### config.mk
export PLATFORM = sky130hd
export DESIGN_NAME = power_button_battery_gauge_flat
export DESIGN_NICKNAME = d
export VERILOG_FILES = /design/src/hw/rtl/pbbg_pkg.sv /design/src/hw/rtl/pbbg_in_if.sv /design/src/hw/rtl/pbbg_out_if.sv /design/src/hw/rtl/pbbg_div.sv /design/src/hw/rtl/pbbg_dp.sv /design/src/hw/rtl/pbbg_ctrl.sv /design/src/hw/rtl/power_button_battery_gauge.sv /design/src/flat_wrapper.sv
export SDC_FILE = /design/constraint.sdc
export NUM_CORES = 1
export LEC_CHECK = 0
export ABC_AREA = 1
export BUFFER_PORTS_ARGS = -buffer_cell sky130_fd_sc_hd__buf_2
export CORE_MARGIN = 4
export CORE_UTILIZATION = 49
export DETAILED_ROUTE_END_ITERATION = 8
export PLACE_DENSITY = 0.69
export SYNTH_ARGS = -nofsm -noshare
export SYNTH_HDL_FRONTEND = slang
export SYNTH_SLANG_ARGS = --single-unit
### constraint.sdc
create_clock -name i_clk -period 5.4 [get_ports i_clk]
set_input_delay 1.35 -clock i_clk [delete_from_list [all_inputs] [get_ports i_clk]]
set_output_delay 1.35 -clock i_clk [all_outputs]
set_load 0.01 [all_outputs]
### src/hw/rtl/pbbg_pkg.sv
// Shared types, constants and helper functions for the power button and battery gauge.
`timescale 1ns / 1ps
package pbbg_pkg;

    localparam int CFG_DATA_W = 16;
    localparam int CFG_IDX_W  = 3;

    localparam logic [CFG_IDX_W-1:0] CFG_DEBOUNCE   = 3'd0;
    localparam logic [CFG_IDX_W-1:0] CFG_WINDOW     = 3'd1;
    localparam logic [CFG_IDX_W-1:0] CFG_LONG_PRESS = 3'd2;
    localparam logic [CFG_IDX_W-1:0] CFG_BLIP       = 3'd3;
    localparam logic [CFG_IDX_W-1:0] CFG_ANIM_STEP  = 3'd4;
    localparam logic [CFG_IDX_W-1:0] CFG_BLINK_HALF = 3'd5;
    localparam logic [CFG_IDX_W-1:0] CFG_EMPTY_MV   = 3'd6;
    localparam logic [CFG_IDX_W-1:0] CFG_FULL_MV    = 3'd7;

    localparam logic [15:0] RST_DEBOUNCE   = 16'd4;
    localparam logic [15:0] RST_WINDOW     = 16'd800;
    localparam logic [15:0] RST_LONG_PRESS = 16'd240;
    localparam logic [15:0] RST_BLIP       = 16'd40;
    localparam logic [13:0] RST_ANIM_STEP  = 14'd60;
    localparam logic [15:0] RST_BLINK_HALF = 16'd50;
    localparam logic [11:0] RST_EMPTY_MV   = 12'd2310;
    localparam logic [11:0] RST_FULL_MV    = 12'd3000;

    localparam logic [11:0] ADC_FULL_CODE = 12'd4095;
    localparam logic [11:0] VREF_MV       = 12'd3300;
    localparam logic [6:0]  PCT_FULL      = 7'd100;
    localparam int          LED_STEP      = 25;

    typedef enum logic [2:0] {
        MODE_OFF_IDLE  = 3'd0,
        MODE_OFF_LEVEL = 3'd1,
        MODE_OFF_ANIM  = 3'd2,
        MODE_ON_IDLE   = 3'd3,
        MODE_ON_BLIP   = 3'd4,
        MODE_ON_LEVEL  = 3'd5,
        MODE_ON_ANIM   = 3'd6
    } t_mode;

    typedef enum logic [2:0] {
        C_IDLE,
        C_MV_MUL,
        C_MV_FOLD,
        C_PCT_GO,
        C_PCT_RUN,
        C_EMIT
    } t_ctrl_state;

    typedef struct packed {
        logic take;
        logic load_prod;
        logic load_mv;
        logic div_start;
        logic load_pct_clamp;
        logic load_pct_div;
        logic emit;
    } t_ctrl_cmd;

    typedef struct packed {
        logic div_done;
        logic clamped;
        logic out_free;
    } t_dp_status;

    // Solid LEDs in bits 3..0, blinking LED in bits 7..4.
    function automatic logic [7:0] level_pattern(input logic [6:0] pct);
        logic [7:0] bits;
        logic [7:0] twop;
        logic [2:0] n;
        logic [2:0] solid;
        bits  = '0;
        twop  = {pct, 1'b0};
        n     = '0;
        solid = '0;
        if (pct == '0) begin
            bits = '0;
        end else if (pct >= PCT_FULL) begin
            bits = 8'h0F;
        end else begin
            for (int k = 1; k <= 7; k++) begin
                if (twop >= 8'(k * LED_STEP)) begin
                    n = 3'(k);
                end
            end
            solid     = 3'((4'(n) + 4'd1) >> 1);
            bits[3:0] = 4'((5'd1 << solid) - 5'd1);
            bits[7:4] = n[0] ? 4'd0 : 4'(5'd1 << solid);
        end
        return bits;
    endfunction

endpackage

### src/hw/rtl/pbbg_in_if.sv
// Input channel: one tick with raw button level and mean ADC code.
`timescale 1ns / 1ps
interface pbbg_in_if #(
    parameter int ADC_BITS = 12
);
    logic                valid;
    logic                ready;
    logic                button_raw;
    logic [ADC_BITS-1:0] adc_mean;

    modport source (output valid, output button_raw, output adc_mean, input ready);
    modport sink   (input valid, input button_raw, input adc_mean, output ready);
endinterface

### src/hw/rtl/pbbg_out_if.sv
// Output channel: power enable, indicator, level LEDs and mode per tick.
`timescale 1ns / 1ps
interface pbbg_out_if;
    logic       valid;
    logic       ready;
    logic       power_enable;
    logic       indicator;
    logic [3:0] level_leds;
    logic [2:0] mode;

    modport source (output valid, output power_enable, output indicator,
                    output level_leds, output mode, input ready);
    modport sink   (input valid, input power_enable, input indicator,
                    input level_leds, input mode, output ready);
endinterface

### src/hw/rtl/pbbg_div.sv
// Restoring unsigned divider, one quotient bit per cycle.
`timescale 1ns / 1ps
module pbbg_div #(
    parameter int W = 24
) (
    input  logic         i_clk,
    input  logic         i_rst_n,
    input  logic         i_start,
    input  logic [W-1:0] i_dividend,
    input  logic [W-1:0] i_divisor,
    output logic         o_done,
    output logic [W-1:0] o_quotient
);
    localparam int CNT_W = $clog2(W + 1);

    logic             r_busy;
    logic             r_done;
    logic [CNT_W-1:0] r_cnt;
    logic [W-1:0]     r_quo;
    logic [W-1:0]     r_rem;
    logic [W-1:0]     r_div;

    logic [W:0]   rem_sh;
    logic         fits;
    logic [W-1:0] n_rem;

    always_comb begin
        rem_sh = {r_rem, r_quo[W-1]};
        fits   = rem_sh >= {1'b0, r_div};
        n_rem  = fits ? W'(rem_sh - {1'b0, r_div}) : rem_sh[W-1:0];
    end

    always_ff @(posedge i_clk) begin
        if (!i_rst_n) begin
            r_busy <= 1'b0;
            r_done <= 1'b0;
            r_cnt  <= '0;
        end else begin
            r_done <= 1'b0;
            if (i_start) begin
                r_busy <= 1'b1;
                r_cnt  <= CNT_W'(W);
            end else if (r_busy) begin
                r_cnt <= r_cnt - CNT_W'(1);
                if (r_cnt == CNT_W'(1)) begin
                    r_busy <= 1'b0;
                    r_done <= 1'b1;
                end
            end
        end
    end

    always_ff @(posedge i_clk) begin
        if (i_start) begin
            r_quo <= i_dividend;
            r_rem <= '0;
            r_div <= i_divisor;
        end else if (r_busy) begin
            r_quo <= {r_quo[W-2:0], fits};
            r_rem <= n_rem;
        end
    end

    assign o_done     = r_done;
    assign o_quotient = r_quo;
endmodule

### src/hw/rtl/pbbg_dp.sv
// Datapath: configuration, debounce, power mode, timers, gauge arithmetic and result register.
`timescale 1ns / 1ps
module pbbg_dp #(
    parameter int TIMER_BITS = 16,
    parameter int ADC_BITS   = 12
) (
    input  logic                                i_clk,
    input  logic                                i_rst_n,
    input  pbbg_pkg::t_ctrl_cmd                 i_cmd,
    output pbbg_pkg::t_dp_status                o_status,
    input  logic                                i_cfg_we,
    input  logic [pbbg_pkg::CFG_IDX_W-1:0]      i_cfg_idx,
    input  logic [pbbg_pkg::CFG_DATA_W-1:0]     i_cfg_data,
    input  logic                                i_button_raw,
    input  logic [ADC_BITS-1:0]                 i_adc_mean,
    output logic                                o_valid,
    input  logic                                i_ready,
    output logic                                o_power_enable,
    output logic                                o_indicator,
    output logic [3:0]                          o_level_leds,
    output logic [2:0]                          o_mode
);
    import pbbg_pkg::*;

    localparam int TW     = TIMER_BITS;
    localparam int CW     = (TIMER_BITS > 16) ? TIMER_BITS : 16;
    localparam int DIV_W  = 19;
    localparam int MV_W   = (ADC_BITS > 12) ? ADC_BITS : 12;
    localparam int PROD_W = ADC_BITS + 12;
    localparam int R1_W   = MV_W + 1;
    localparam logic [TW-1:0] TMAX = {TW{1'b1}};

    function automatic logic [TW-1:0] sat_inc(input logic [TW-1:0] v);
        return (v == TMAX) ? v : v + TW'(1);
    endfunction

    function automatic logic ge_cfg(input logic [TW-1:0] t, input logic [15:0] c);
        return CW'(t) >= CW'(c);
    endfunction

    // configuration
    logic [15:0] r_debounce, r_window, r_long_press, r_blip, r_blink_half;
    logic [13:0] r_anim_step;
    logic [11:0] r_empty, r_full;

    // persistent state
    t_mode         r_mode;
    logic          r_raw_last, r_stable, r_swallow, r_blink_phase, r_power;
    logic [TW-1:0] r_since, r_win, r_anim, r_blip_el, r_blink_cnt;

    // per-transaction working registers
    logic [ADC_BITS-1:0] r_code;
    logic                r_phase_shown;
    logic [3:0]          r_anim_pat;
    logic [6:0]          r_pct;

    // result register
    logic       r_out_valid;
    logic       r_out_power, r_out_ind;
    logic [3:0] r_out_leds;
    logic [2:0] r_out_mode;

    t_mode         n_mode;
    logic          n_stable, n_swallow, n_blink_phase, n_power;
    logic [TW-1:0] n_since, n_win, n_anim, n_blip_el, n_blink_cnt;
    logic [3:0]    n_anim_pat;

    logic          chg, pressed, released_raw, released;
    logic [TW-1:0] blink_inc;
    logic [15:0]   s1, s2, s3, s4;
    logic [2:0]    steps;
    logic [4:0]    grow;

    always_comb begin
        n_since      = (i_button_raw != r_raw_last) ? '0 : sat_inc(r_since);
        chg          = (i_button_raw != r_stable) && ge_cfg(n_since, r_debounce);
        pressed      = chg & i_button_raw;
        released_raw = chg & ~i_button_raw;
        n_stable     = chg ? i_button_raw : r_stable;

        n_win     = sat_inc(r_win);
        n_anim    = sat_inc(r_anim);
        n_blip_el = sat_inc(r_blip_el);

        n_swallow = r_swallow;
        released  = released_raw;
        if (released_raw && r_swallow) begin
            n_swallow = 1'b0;
            released  = 1'b0;
        end

        n_mode  = r_mode;
        n_power = r_power;
        unique case (r_mode)
            MODE_OFF_IDLE: begin
                if (released) begin
                    n_mode = MODE_OFF_LEVEL;
                    n_win  = '0;
                end
            end
            MODE_OFF_LEVEL: begin
                if (pressed) begin
                    n_mode = MODE_OFF_ANIM;
                    n_anim = '0;
                end else if (ge_cfg(n_win, r_window)) begin
                    n_mode = MODE_OFF_IDLE;
                end
            end
            MODE_ON_LEVEL: begin
                if (pressed) begin
                    n_mode = MODE_ON_ANIM;
                    n_anim = '0;
                end else if (ge_cfg(n_win, r_window)) begin
                    n_mode = MODE_ON_IDLE;
                end
            end
            MODE_OFF_ANIM: begin
                if (n_stable && ge_cfg(n_anim, r_long_press)) begin
                    n_power   = 1'b1;
                    n_mode    = MODE_ON_IDLE;
                    n_swallow = 1'b1;
                end else if (released) begin
                    n_mode = MODE_OFF_LEVEL;
                end
            end
            MODE_ON_IDLE: begin
                if (released) begin
                    n_mode    = MODE_ON_BLIP;
                    n_blip_el = '0;
                end
            end
            MODE_ON_BLIP: begin
                if (ge_cfg(n_blip_el, r_blip)) begin
                    n_mode = MODE_ON_LEVEL;
                    n_win  = '0;
                end
            end
            MODE_ON_ANIM: begin
                if (n_stable && ge_cfg(n_anim, r_long_press)) begin
                    n_power   = 1'b0;
                    n_mode    = MODE_OFF_IDLE;
                    n_swallow = 1'b1;
                end else if (released) begin
                    n_mode = MODE_ON_LEVEL;
                end
            end
            default: begin
                n_mode = MODE_OFF_IDLE;
            end
        endcase

        s1 = 16'(r_anim_step);
        s2 = {1'b0, r_anim_step, 1'b0};
        s3 = s1 + s2;
        s4 = {r_anim_step, 2'b00};
        priority if (ge_cfg(n_anim, s4)) begin
            steps = 3'd4;
        end else if (ge_cfg(n_anim, s3)) begin
            steps = 3'd3;
        end else if (ge_cfg(n_anim, s2)) begin
            steps = 3'd2;
        end else if (ge_cfg(n_anim, s1)) begin
            steps = 3'd1;
        end else begin
            steps = 3'd0;
        end
        grow       = (5'd1 << steps) - 5'd1;
        n_anim_pat = (n_mode == MODE_ON_ANIM) ? (4'hF >> steps) : grow[3:0];

        blink_inc     = sat_inc(r_blink_cnt);
        n_blink_cnt   = blink_inc;
        n_blink_phase = r_blink_phase;
        if (ge_cfg(blink_inc, r_blink_half)) begin
            n_blink_cnt   = '0;
            n_blink_phase = ~r_blink_phase;
        end
    end

    // gauge arithmetic: fold the divide by 4095 into shifts and adds, divide for percent
    logic [PROD_W-1:0]   r_prod;
    logic [MV_W-1:0]     r_mv;
    logic [ADC_BITS-1:0] mv_q1;
    logic [R1_W-1:0]     mv_r1;
    logic [MV_W-12:0]    mv_q2;
    logic [12:0]         mv_r2;
    logic [MV_W-1:0]     mv_fold;
    logic [DIV_W-1:0]    div_dividend, div_divisor, div_quo;
    logic                div_done;
    logic                mv_le_empty, mv_ge_full;
    logic [11:0]         mv_diff;
    logic [18:0]         pct_num;

    always_comb begin
        mv_q1   = r_prod[PROD_W-1:12];
        mv_r1   = R1_W'(r_prod[11:0]) + R1_W'(mv_q1);
        mv_q2   = mv_r1[MV_W:12];
        mv_r2   = 13'(mv_r1[11:0]) + 13'(mv_q2);
        mv_fold = MV_W'(mv_q1) + MV_W'(mv_q2) + MV_W'(mv_r2 >= 13'(ADC_FULL_CODE));

        mv_le_empty  = r_mv <= MV_W'(r_empty);
        mv_ge_full   = r_mv >= MV_W'(r_full);
        mv_diff      = 12'(r_mv - MV_W'(r_empty));
        pct_num      = 19'(mv_diff) * 19'(PCT_FULL);
        div_dividend = DIV_W'(pct_num);
        div_divisor  = DIV_W'(r_full - r_empty);
    end

    pbbg_div #(
        .W (DIV_W)
    ) u_div (
        .i_clk      (i_clk),
        .i_rst_n    (i_rst_n),
        .i_start    (i_cmd.div_start),
        .i_dividend (div_dividend),
        .i_divisor  (div_divisor),
        .o_done     (div_done),
        .o_quotient (div_quo)
    );

    // render
    logic [7:0] pat;
    logic       ind;
    logic [3:0] leds;

    always_comb begin
        unique case (r_mode)
            MODE_OFF_IDLE: begin
                ind = r_stable;
                pat = '0;
            end
            MODE_OFF_LEVEL, MODE_ON_IDLE, MODE_ON_LEVEL: begin
                ind = 1'b1;
                pat = level_pattern(r_pct);
            end
            MODE_OFF_ANIM, MODE_ON_ANIM: begin
                ind = 1'b1;
                pat = {4'd0, r_anim_pat};
            end
            MODE_ON_BLIP: begin
                ind = 1'b1;
                pat = '0;
            end
            default: begin
                ind = 1'b0;
                pat = '0;
            end
        endcase
        leds = pat[3:0] | (r_phase_shown ? 4'd0 : pat[7:4]);
    end

    always_ff @(posedge i_clk) begin
        if (!i_rst_n) begin
            r_debounce    <= RST_DEBOUNCE;
            r_window      <= RST_WINDOW;
            r_long_press  <= RST_LONG_PRESS;
            r_blip        <= RST_BLIP;
            r_anim_step   <= RST_ANIM_STEP;
            r_blink_half  <= RST_BLINK_HALF;
            r_empty       <= RST_EMPTY_MV;
            r_full        <= RST_FULL_MV;
            r_mode        <= MODE_OFF_IDLE;
            r_raw_last    <= 1'b0;
            r_stable      <= 1'b0;
            r_swallow     <= 1'b0;
            r_blink_phase <= 1'b0;
            r_power       <= 1'b0;
            r_since       <= '0;
            r_win         <= '0;
            r_anim        <= '0;
            r_blip_el     <= '0;
            r_blink_cnt   <= '0;
            r_out_valid   <= 1'b0;
        end else begin
            if (i_cfg_we) begin
                unique case (i_cfg_idx)
                    CFG_DEBOUNCE:   r_debounce   <= i_cfg_data;
                    CFG_WINDOW:     r_window     <= i_cfg_data;
                    CFG_LONG_PRESS: r_long_press <= i_cfg_data;
                    CFG_BLIP:       r_blip       <= i_cfg_data;
                    CFG_ANIM_STEP:  r_anim_step  <= i_cfg_data[13:0];
                    CFG_BLINK_HALF: r_blink_half <= i_cfg_data;
                    CFG_EMPTY_MV:   r_empty      <= i_cfg_data[11:0];
                    CFG_FULL_MV:    r_full       <= i_cfg_data[11:0];
                    default: begin
                    end
                endcase
            end
            if (i_cmd.take) begin
                r_mode        <= n_mode;
                r_raw_last    <= i_button_raw;
                r_stable      <= n_stable;
                r_swallow     <= n_swallow;
                r_blink_phase <= n_blink_phase;
                r_power       <= n_power;
                r_since       <= n_since;
                r_win         <= n_win;
                r_anim        <= n_anim;
                r_blip_el     <= n_blip_el;
                r_blink_cnt   <= n_blink_cnt;
            end
            if (i_cmd.emit) begin
                r_out_valid <= 1'b1;
            end else if (i_ready) begin
                r_out_valid <= 1'b0;
            end
        end
    end

    always_ff @(posedge i_clk) begin
        if (i_cmd.take) begin
            r_code        <= i_adc_mean;
            r_phase_shown <= r_blink_phase;
            r_anim_pat    <= n_anim_pat;
        end
        if (i_cmd.load_prod) begin
            r_prod <= PROD_W'(r_code) * PROD_W'(VREF_MV);
        end
        if (i_cmd.load_mv) begin
            r_mv <= mv_fold;
        end
        if (i_cmd.load_pct_clamp) begin
            r_pct <= mv_le_empty ? 7'd0 : PCT_FULL;
        end else if (i_cmd.load_pct_div) begin
            r_pct <= div_quo[6:0];
        end
        if (i_cmd.emit) begin
            r_out_power <= r_power;
            r_out_ind   <= ind;
            r_out_leds  <= leds;
            r_out_mode  <= r_mode;
        end
    end

    always_comb begin
        o_status.div_done = div_done;
        o_status.clamped  = mv_le_empty | mv_ge_full;
        o_status.out_free = ~r_out_valid | i_ready;
    end

    assign o_valid        = r_out_valid;
    assign o_power_enable = r_out_power;
    assign o_indicator    = r_out_ind;
    assign o_level_leds   = r_out_leds;
    assign o_mode         = r_out_mode;
endmodule

### src/hw/rtl/pbbg_ctrl.sv
// Controller: sequences intake, millivolt scaling, the percent division and the result hand-off.
`timescale 1ns / 1ps
module pbbg_ctrl (
    input  logic                 i_clk,
    input  logic                 i_rst_n,
    input  logic                 i_in_valid,
    output logic                 o_in_ready,
    input  pbbg_pkg::t_dp_status i_status,
    output pbbg_pkg::t_ctrl_cmd  o_cmd
);
    import pbbg_pkg::*;

    t_ctrl_state r_state;
    t_ctrl_state n_state;

    always_ff @(posedge i_clk) begin
        if (!i_rst_n) begin
            r_state <= C_IDLE;
        end else begin
            r_state <= n_state;
        end
    end

    always_comb begin
        n_state = r_state;
        unique case (r_state)
            C_IDLE: begin
                if (i_in_valid) n_state = C_MV_MUL;
            end
            C_MV_MUL: begin
                n_state = C_MV_FOLD;
            end
            C_MV_FOLD: begin
                n_state = C_PCT_GO;
            end
            C_PCT_GO: begin
                n_state = i_status.clamped ? C_EMIT : C_PCT_RUN;
            end
            C_PCT_RUN: begin
                if (i_status.div_done) n_state = C_EMIT;
            end
            C_EMIT: begin
                if (i_status.out_free) n_state = C_IDLE;
            end
            default: begin
                n_state = C_IDLE;
            end
        endcase
    end

    always_comb begin
        o_in_ready = 1'b0;
        o_cmd      = '0;
        unique case (r_state)
            C_IDLE: begin
                o_in_ready = 1'b1;
                o_cmd.take = i_in_valid;
            end
            C_MV_MUL: begin
                o_cmd.load_prod = 1'b1;
            end
            C_MV_FOLD: begin
                o_cmd.load_mv = 1'b1;
            end
            C_PCT_GO: begin
                o_cmd.load_pct_clamp = i_status.clamped;
                o_cmd.div_start      = ~i_status.clamped;
            end
            C_PCT_RUN: begin
                o_cmd.load_pct_div = i_status.div_done;
            end
            C_EMIT: begin
                o_cmd.emit = i_status.out_free;
            end
            default: begin
            end
        endcase
    end
endmodule

### src/hw/rtl/power_button_battery_gauge.sv
// Top level of the power button and battery gauge.
//
// Each input transaction on i_item is one 5 ms tick: the raw button level and
// the mean battery ADC code. Each tick yields exactly one result transaction on
// o_result: power enable, indicator, four level LEDs and the power mode.
// Configuration registers are written through i_cfg_we / i_cfg_idx / i_cfg_data.
// The user must write them only while no tick is in flight; the block does not
// enforce this. A write takes effect at the next clock edge. One tick at a time:
// the debounce and power mode update at acceptance, the ADC code becomes
// millivolts through a multiply, then shifts and adds for the divide by 4095,
// and the percentage comes from a restoring division. A reading between the
// empty and full voltages goes through the division; a reading clamped to 0 or
// 100 percent skips it. The result register holds a finished result while the
// receiver stalls; the next tick is accepted meanwhile and waits only at its
// own hand-off. Synchronous reset restores the register defaults, the off-idle
// mode and clears all timers and the result valid flag.
`timescale 1ns / 1ps
module power_button_battery_gauge #(
    parameter int TIMER_BITS = 16,
    parameter int ADC_BITS   = 12
) (
    input  logic                            i_clk,
    input  logic                            i_rst_n,
    pbbg_in_if.sink                         i_item,
    pbbg_out_if.source                      o_result,
    input  logic                            i_cfg_we,
    input  logic [pbbg_pkg::CFG_IDX_W-1:0]  i_cfg_idx,
    input  logic [pbbg_pkg::CFG_DATA_W-1:0] i_cfg_data
);
    import pbbg_pkg::*;

    t_ctrl_cmd  w_cmd;
    t_dp_status w_status;
    logic       w_in_ready;

    pbbg_ctrl u_ctrl (
        .i_clk      (i_clk),
        .i_rst_n    (i_rst_n),
        .i_in_valid (i_item.valid),
        .o_in_ready (w_in_ready),
        .i_status   (w_status),
        .o_cmd      (w_cmd)
    );

    pbbg_dp #(
        .TIMER_BITS (TIMER_BITS),
        .ADC_BITS   (ADC_BITS)
    ) u_dp (
        .i_clk          (i_clk),
        .i_rst_n        (i_rst_n),
        .i_cmd          (w_cmd),
        .o_status       (w_status),
        .i_cfg_we       (i_cfg_we),
        .i_cfg_idx      (i_cfg_idx),
        .i_cfg_data     (i_cfg_data),
        .i_button_raw   (i_item.button_raw),
        .i_adc_mean     (i_item.adc_mean),
        .o_valid        (o_result.valid),
        .i_ready        (o_result.ready),
        .o_power_enable (o_result.power_enable),
        .o_indicator    (o_result.indicator),
        .o_level_leds   (o_result.level_leds),
        .o_mode         (o_result.mode)
    );

    assign i_item.ready = w_in_ready;
endmodule
### src/flat_wrapper.sv
// flat-port wrapper written by rule: the top's interface ports become plain ports
module power_button_battery_gauge_flat import pbbg_pkg::*;
#(
    parameter int TIMER_BITS = 16,
    parameter int ADC_BITS   = 12
)
  (i_clk, i_rst_n, i_cfg_we, i_cfg_idx, i_cfg_data, i_item_valid, i_item_button_raw, i_item_adc_mean, i_item_ready, o_result_valid, o_result_power_enable, o_result_indicator, o_result_level_leds, o_result_mode, o_result_ready);
  pbbg_in_if #(.ADC_BITS(ADC_BITS)) i_item_i ();
  pbbg_out_if o_result_i ();
  input  logic i_clk;
  input  logic i_rst_n;
  input  logic i_cfg_we;
  input  logic [pbbg_pkg::CFG_IDX_W-1:0] i_cfg_idx;
  input  logic [pbbg_pkg::CFG_DATA_W-1:0] i_cfg_data;
  input wire logic [$bits(i_item_i.valid)-1:0] i_item_valid;
  input wire logic [$bits(i_item_i.button_raw)-1:0] i_item_button_raw;
  input wire logic [$bits(i_item_i.adc_mean)-1:0] i_item_adc_mean;
  output wire logic [$bits(i_item_i.ready)-1:0] i_item_ready;
  output wire logic [$bits(o_result_i.valid)-1:0] o_result_valid;
  output wire logic [$bits(o_result_i.power_enable)-1:0] o_result_power_enable;
  output wire logic [$bits(o_result_i.indicator)-1:0] o_result_indicator;
  output wire logic [$bits(o_result_i.level_leds)-1:0] o_result_level_leds;
  output wire logic [$bits(o_result_i.mode)-1:0] o_result_mode;
  input wire logic [$bits(o_result_i.ready)-1:0] o_result_ready;
  assign i_item_i.valid = i_item_valid;
  assign i_item_i.button_raw = i_item_button_raw;
  assign i_item_i.adc_mean = i_item_adc_mean;
  assign i_item_ready = i_item_i.ready;
  assign o_result_valid = o_result_i.valid;
  assign o_result_power_enable = o_result_i.power_enable;
  assign o_result_indicator = o_result_i.indicator;
  assign o_result_level_leds = o_result_i.level_leds;
  assign o_result_mode = o_result_i.mode;
  assign o_result_i.ready = o_result_ready;
  power_button_battery_gauge #(.TIMER_BITS(TIMER_BITS), .ADC_BITS(ADC_BITS)) u_core (.i_clk(i_clk), .i_rst_n(i_rst_n), .i_item(i_item_i), .o_result(o_result_i), .i_cfg_we(i_cfg_we), .i_cfg_idx(i_cfg_idx), .i_cfg_data(i_cfg_data));
endmodule
# Word-level counts from Yosys, hierarchy flattened
# Cells that the tools add are included.
[word_totals] ff_bits=341 latchBits=0 mem_bits_rw=0 romBits=0 input_bits=37 output_inout_bits=11 elab_cells=233 mem_count=0
[classes] add_sub_neg=17 multipliers=2 div_mod_pow=0 n_lt_le_gt_ge=21 eq_ne=32 shift=3 mux=80 bitwise=11 n_reduce_logical=28
[op_table] cell="16-bit two-way mux" count=13
[op_table] cell="16-bit greater-or-equal comparator" count=7
[op_table] cell="16-bit by 1-bit adder with 16-bit output (second input constant)" count=5
[op_table] cell="16-bit equality test (second input constant)" count=5
[op_table] cell="3-bit two-way mux" count=23
[op_table] cell="19-bit two-way mux" count=3
[op_table] cell="16-bit case mux with 2 select lines" count=1
[op_table] cell="3-bit equality test (second input constant)" count=10
[op_table] cell="12-bit by 1-bit adder with 12-bit output" count=2
[op_table] cell="8-bit by 7-bit greater-or-equal comparator with 1-bit output (second input constant)" count=3
[op_table] cell="12-bit by 10-bit multiplier with 22-bit output (second input constant)" count=1
[op_table] cell="1-bit two-way mux" count=22
[op_table] cell="7-bit two-way mux" count=3
[op_table] cell="3-bit case mux with 7 select lines" count=1
[op_table] cell="20-bit by 19-bit greater-or-equal comparator with 1-bit output" count=1
[op_table] cell="19-bit subtractor" count=1
[op_table] cell="3-bit by 2-bit equality test with 1-bit output (second input constant)" count=6
[op_table] cell="3-bit case mux with 6 select lines" count=1
[op_table] cell="2-bit AND reduction" count=9
[op_table] cell="12-bit by 5-bit multiplier with 17-bit output (second input constant)" count=1
[op_table] cell="14-bit by 15-bit adder with 16-bit output" count=1
[op_table] cell="16-bit by 14-bit greater-or-equal comparator with 1-bit output" count=1
[op_table] cell="16-bit by 15-bit greater-or-equal comparator with 1-bit output" count=1
[op_table] cell="8-bit greater-or-equal comparator (second input constant)" count=2
[op_table] cell="other kinds (38)" count=71

# Logic depth before layout (Yosys ltp)
[logic_depth] depth_word=19 depth_mapped=40 depth_no_buf=39

# By module
# A second synthesis with hierarchy kept.
[hier_totals] hier_cells=3295 area_unflattened_um2=25298.0
[modules_own_cells] mod="pbbg_dp" n_inst=1 cells_per_inst=2720 area_per_inst_um2=21036.4 seq_area_each_um2=6155.9
[modules_own_cells] mod="pbbg_div" n_inst=1 cells_per_inst=536 area_per_inst_um2=4020.1 seq_area_each_um2=1661.6
[modules_own_cells] mod="pbbg_ctrl" n_inst=1 cells_per_inst=39 area_per_inst_um2=241.5 seq_area_each_um2=60.1

# Worst setup path after synthesis
# Ideal clock, no wire load.
[synth_path] path_kind="input to register" from="input i_item_button_raw" to="register u_core.u_dp.r_anim_pat[0] (data pin)" setup_time_ns=0.256 t_arrival_ns=4.664 t_required_ns=5.144 slack_ns=0.481 stages=27 path_buffers=2 cell_sequence="xnor2_1 > clkbuf_1 > o211ai_1 > inv_1 > ha_1 > nand2_1 > o21bai_1 > a21oi_1 > nor2_1 > nand2_2 > nand3_4 > buf_1 > nand2_1 > inv_1 > ha_1 > a21oi_1 > o21ai_0 > a21oi_1 > nor2_1 > o21ai_0 > nand3_1 > inv_1 > nand2_2 > nor2_2 > nand2_2 > o21ai_1 > nand2_1"
[synth_via] elab_chain_len=15 word_cells_on_any_way=35 cone_classes="add/sub: 1; order compare: 5; eq/ne: 3; shift: 2; mux: 18; bitwise: 3; reduce/logical: 3"
[synth_rtl] element="start: declaration" line_no="flat_wrapper.sv:16" text="input wire logic [$bits(i_item_i.button_raw)-1:0] i_item_button_raw;"
[synth_rtl] element="1-bit != test (*)" line_no="pbbg_dp.sv:75" text="n_since = (i_button_raw != r_raw_last) ? '0 : sat_inc(r_since);"
[synth_rtl] element="16-bit two-way mux (*)" line_no="pbbg_dp.sv:75"
[synth_rtl] element="via u_core.u_dp.n_since[11]" line_no="pbbg_dp.sv:65" text="logic [TW-1:0] n_since, n_win, n_anim, n_blip_el, n_blink_cnt;"
[synth_rtl] element="16-bit greater-or-equal comparator (*)" line_no="pbbg_dp.sv:38" text="return CW'(t) >= CW'(c);"
[synth_rtl] element="1-bit logical AND (*)" line_no="pbbg_dp.sv:76" text="chg = (i_button_raw != r_stable) && ge_cfg(n_since, r_debounce);"
[synth_rtl] element="1-bit bitwise AND (*)" line_no="pbbg_dp.sv:77" text="pressed = chg & i_button_raw;"
[synth_rtl] element="16-bit two-way mux (*)" line_no="pbbg_dp.sv:102, pbbg_dp.sv:110"
[synth_rtl] element="16-bit two-way mux (*)"
[synth_rtl] element="via u_core.u_dp.n_anim[9]" line_no="pbbg_dp.sv:65"
[synth_rtl] element="[1 not listed]"
[synth_rtl] element="1-bit two-way mux" line_no="pbbg_dp.sv:162" text="end else if (ge_cfg(n_anim, s1)) begin"
[synth_rtl] element="2-bit two-way mux" line_no="pbbg_dp.sv:160" text="end else if (ge_cfg(n_anim, s2)) begin"
[synth_rtl] element="2-bit two-way mux" line_no="pbbg_dp.sv:158" text="end else if (ge_cfg(n_anim, s3)) begin"
[synth_rtl] element="3-bit two-way mux (*)" line_no="pbbg_dp.sv:156" text="priority if (ge_cfg(n_anim, s4)) begin"
[synth_rtl] element="1-bit by 3-bit << shifter with 4-bit output" line_no="pbbg_dp.sv:167" text="grow = (5'd1 << steps) - 5'd1;"
[synth_rtl] element="4-bit by 1-bit subtractor with 4-bit output" line_no="pbbg_dp.sv:167"
[synth_rtl] element="4-bit two-way mux (*)" line_no="pbbg_dp.sv:168" text="n_anim_pat = (n_mode == MODE_ON_ANIM) ? (4'hF >> steps) : grow[3:0];"
[synth_rtl] element="via u_core.u_dp.n_anim_pat[0]" line_no="pbbg_dp.sv:66" text="logic [3:0] n_anim_pat;"
[synth_rtl] element="end signal: assignment" line_no="pbbg_dp.sv:313" text="r_anim_pat <= n_anim_pat;"
[synth_rtl] element="end: declaration" line_no="pbbg_dp.sv:54" text="logic [3:0] r_anim_pat;"
# Mark *: on every way through the listed nets, which the timed path passes. The rest lies on a longest branch.
# A chain may end at the register's enable or synchronous reset.

# Worst setup path after layout
[layout_path] from="register u_core.u_dp.r_prod[2]" to="register u_core.u_dp.r_mv[11] (data pin)"
[layout_via] elab_chain_len=4 word_cells_on_any_way=5 cone_classes="add/sub: 4; order compare: 1"
[layout_rtl] element="start: declaration" line_no="pbbg_dp.sv:180" text="logic [PROD_W-1:0] r_prod;"
[layout_rtl] element="start signal: assignment" line_no="pbbg_dp.sv:316" text="r_prod <= PROD_W'(r_code) * PROD_W'(VREF_MV);"
[layout_rtl] element="12-bit by 12-bit adder with 13-bit output (*)" line_no="pbbg_dp.sv:195" text="mv_r1 = R1_W'(r_prod[11:0]) + R1_W'(mv_q1);"
[layout_rtl] element="12-bit by 1-bit adder with 13-bit output" line_no="pbbg_dp.sv:197" text="mv_r2 = 13'(mv_r1[11:0]) + 13'(mv_q2);"
[layout_rtl] element="13-bit by 12-bit greater-or-equal comparator with 1-bit output" line_no="pbbg_dp.sv:198" text="mv_fold = MV_W'(mv_q1) + MV_W'(mv_q2) + MV_W'(mv_r2 >= 13'(ADC_FULL_CODE));"
[layout_rtl] element="12-bit by 1-bit adder with 12-bit output (*)" line_no="pbbg_dp.sv:198"
[layout_rtl] element="via u_core.u_dp.mv_fold[11]" line_no="pbbg_dp.sv:186" text="logic [MV_W-1:0] mv_fold;"
[layout_rtl] element="end signal: assignment" line_no="pbbg_dp.sv:319" text="r_mv <= mv_fold;"
[layout_rtl] element="end: declaration" line_no="pbbg_dp.sv:181" text="logic [MV_W-1:0] r_mv;"
# Marks and branches as above.

==> impl_metrics.yaml <==
status:
  outcome: "completed"
placed_design:
  preCtsSetupSlack_ps: 138
  dpl.hpwl_um: 45700
  port_buffers: 47
  gp_congestion: 0.932
global_route:
  antenna_found_initial: 2
  grt_pass1_wl_um: 98800
  grt-ovfl-total: 0
  grt_max_degree: 89
  grt_usage: 0.222
  grt_pass1_vias: 20137
layout:
  postLayoutCoreUtil: 0.547
  layout_commonest_cell: "nand2_1"
  most-common-layout-cells: "nand2_1 (513), inv_1 (502), a21oi_1 (354)"
  drive_above_1_share: 0.0693
  finalNetCount: 3591
  syn_to_final_growth_pct: 10.0
synth:
  synthArstFlopShare: 0
  seq_area_frac_synth: 0.314
  yosysUniqueCellTypes: 63
  netlist.area_leader.share: 0.195
  syn_area_per_cell_um2: 7.81
  synthFlopType: "dfxtp_1"
  ys_warn_count: 0
  synth_seq_cells: 335
  synth_edf_count: 97
  ys_top_cells_by_area: "dfxtp_1 (19%), ha_1 (17%), edfxtp_1 (12%)"
  syn_nets: 3551
  syn_area_um2: 24500
  syn_inst: 3131
  synth_area_leader_cell: "dfxtp_1"
worst_setup_path:
  critPathBufInv: 4
  max_stage_delay_ps: 380
  end_kind: "register"
  cp_data_required_time_ps: 5710
  cp_slowest_cell: "fa_2"
  cpMostUsedCell: "nor2_1"
  criticalPathCategory: "register to register"
  worstSetupStartpointType: "register"
  critical-path-top-delay-family: "simple AND/OR/NAND/NOR gates"
  critical_path.max_fanout: 3
  crit_arrival_ps: 5250
timing:
  tightest_slew_ps: 1070
  fin_hold_ws_ps: 459
  maxSlewViolCount: 0
  finalSetupTns_ps: 0
  hold_viol_final: 0
  relSlewSlack: 0.285
  fin_ws_ps: 456
  clock.fmax_mhz: 202
  timing.final.crit_share: 0.916
  period_minus_slack_ps: 4940
  setup_viol: 0
  final.setup_skew_ps: 13.3
drt:
  vias: 20643
  vias_per_cell: 5.34
  first_pass_iters: 5
  ant_nets: 0
  drc: 0
  wl_per_cell_um: 15.5
  drt-total-wl_um: 60000
  drt_iter0_drc: 1325
power:
  power.density_nw_per_um2: 686
  ir_worst_vdd_mv: 1.07
  p_leak_nw: 12.4
  power.total_w: 0.0185
clock_tree:
  clock-root-buffer: "clkbuf_16"
  cts_tree: "done"
  clock-sinks: 335
  clkTransAtPathRegs_ps: 60
  cts_max_level: 2
  clock_path_buffers: 3
  numCtsBuffers: 40
  clk_latency_ps: 570
flow_run:
  max_cap_viol_count: 0
die:
  initial_utilization: 0.497
  num_rows: 81
  die-area_um2: 53500
  die_height_um: 231
  ioPinCount: 48
  core_region_area_um2: 49200
  die_x_um: 231
worst_hold_path:
  worstHoldPathType: "register to register"
## synthesized netlist by cell type, types with 5 or more instances
cell      count
ha_1        339
and3_1        5
nor3_2        5
nand4_1      38
o31ai_1       9
o21a_1       13
a21oi_1     358
o21ai_1      34
a22oi_1      10
fa_1         44
o21bai_1      7
inv_1       502
nor2_4        7
o21ai_0     208
o22ai_1       5
xnor2_1      44
buf_2         6
nand2_2       6
a31oi_1      13
o211ai_1     37
a211oi_1      9
nand3_1      92
nor3_1       58
edfxtp_1     97
inv_2        11
xor2_1       86
clkbuf_1     51
a21o_1        9
or2_2         5
nor4_1        6
nor2_1      190
nand2_1     514
dfxtp_1     238
nor2_2       11
## path summary, 6_finish.rpt
kind / startpoint / to / slack, ps / cells after the start
worst min register to register: u_core.u_dp.r_blip[6] / u_core.u_dp.r_blip[6] / 460 / 2
worst max-delay path: u_core.u_dp.r_prod[2] / u_core.u_dp.r_mv[11] / 460 / 32
worst min-delay path: u_core.u_dp.r_blip[6] / u_core.u_dp.r_blip[6] / 460 / 2
worst max register to register: u_core.u_dp.r_prod[2] / u_core.u_dp.r_mv[11] / 460 / 32
## repair_timing
item,in CTS,in global routing
hold endpoints to repair,0,0
setup endpoints to repair,0,11
gates resized for setup,0,25
buffers inserted,0,7
hold buffers,0,0
## registers in the layout, summed over array words and instances, names as in the netlist, 16 cells and up
name,count
u_core.u_dp.r_prod,22
u_core.u_dp.u_div.o_quotient,19
u_core.u_dp.u_div.r_rem,19
u_core.u_dp.r_anim,16
u_core.u_dp.r_blink_cnt,16
u_core.u_dp.r_blink_half,16
u_core.u_dp.r_blip,16
u_core.u_dp.r_blip_el,16
u_core.u_dp.r_debounce,16
u_core.u_dp.r_long_press,16
u_core.u_dp.r_since,16
u_core.u_dp.r_win,16
u_core.u_dp.r_window,16
## kinds of logic after synthesis
kind of cell,share of synthesized area
XOR/XNOR,0.0466
AND/OR/NAND/NOR,0.172
flip-flops,0.314
AO/OA/AOI/OAI,0.167
adder cells (fa/ha/maj),0.209
buffers and inverters,0.0915
## worst register-to-register path: cells and delay by family (launching register included)
kind	cells	cell delay [ps]
AND/OR/NAND/NOR	17	1790
adder cells (fa/ha/maj)	5	1400
AO/OA/AOI/OAI	5	720
flip-flops	1	370
buffers and inverters	4	290
XOR/XNOR	1	130
## routing by layer
metal  track usage  part of all wire  wire [um]  up-vias
met2         0.368              0.46      27600      453
met1         0.302              0.46      27800     9525
met3        0.0293             0.050       2990      115
met5             0                 0          0        -
li1              -                 -          -    10550
met4        0.0682             0.027       1640        0
## power breakdown
part	internal (W)	total (W)	leakage, nW	switching (W)
registers	0.00348	0.00386	2.83	0.000379
logic	0.00451	0.0117	8.85	0.00719
clock network	0.00176	0.00289	0.685	0.00114
total	0.00975	0.0185	12.4	0.00870
## through the flow
| stage | cells | cell area [um^2] |
|---|---|---|
| after floorplan | 3131 | 24500 |
| after global placement | 3785 | 25300 |
| after detailed placement | 3785 | 25300 |
| after CTS | 3859 | 26700 |
| after global routing | 3868 | 26900 |
| final | 3868 | 26900 |
## area by class of cell
type	instances	area, um^2
fill	4533	22200
multi-input combinational	2214	14700
sequential	335	7680
inverter	517	1940
clock buffer	51	1150
tap	664	831
timing repair buffer	63	358
clock inverter	23	282
antenna	1	2.50
Power figures use the tool's default switching activity.
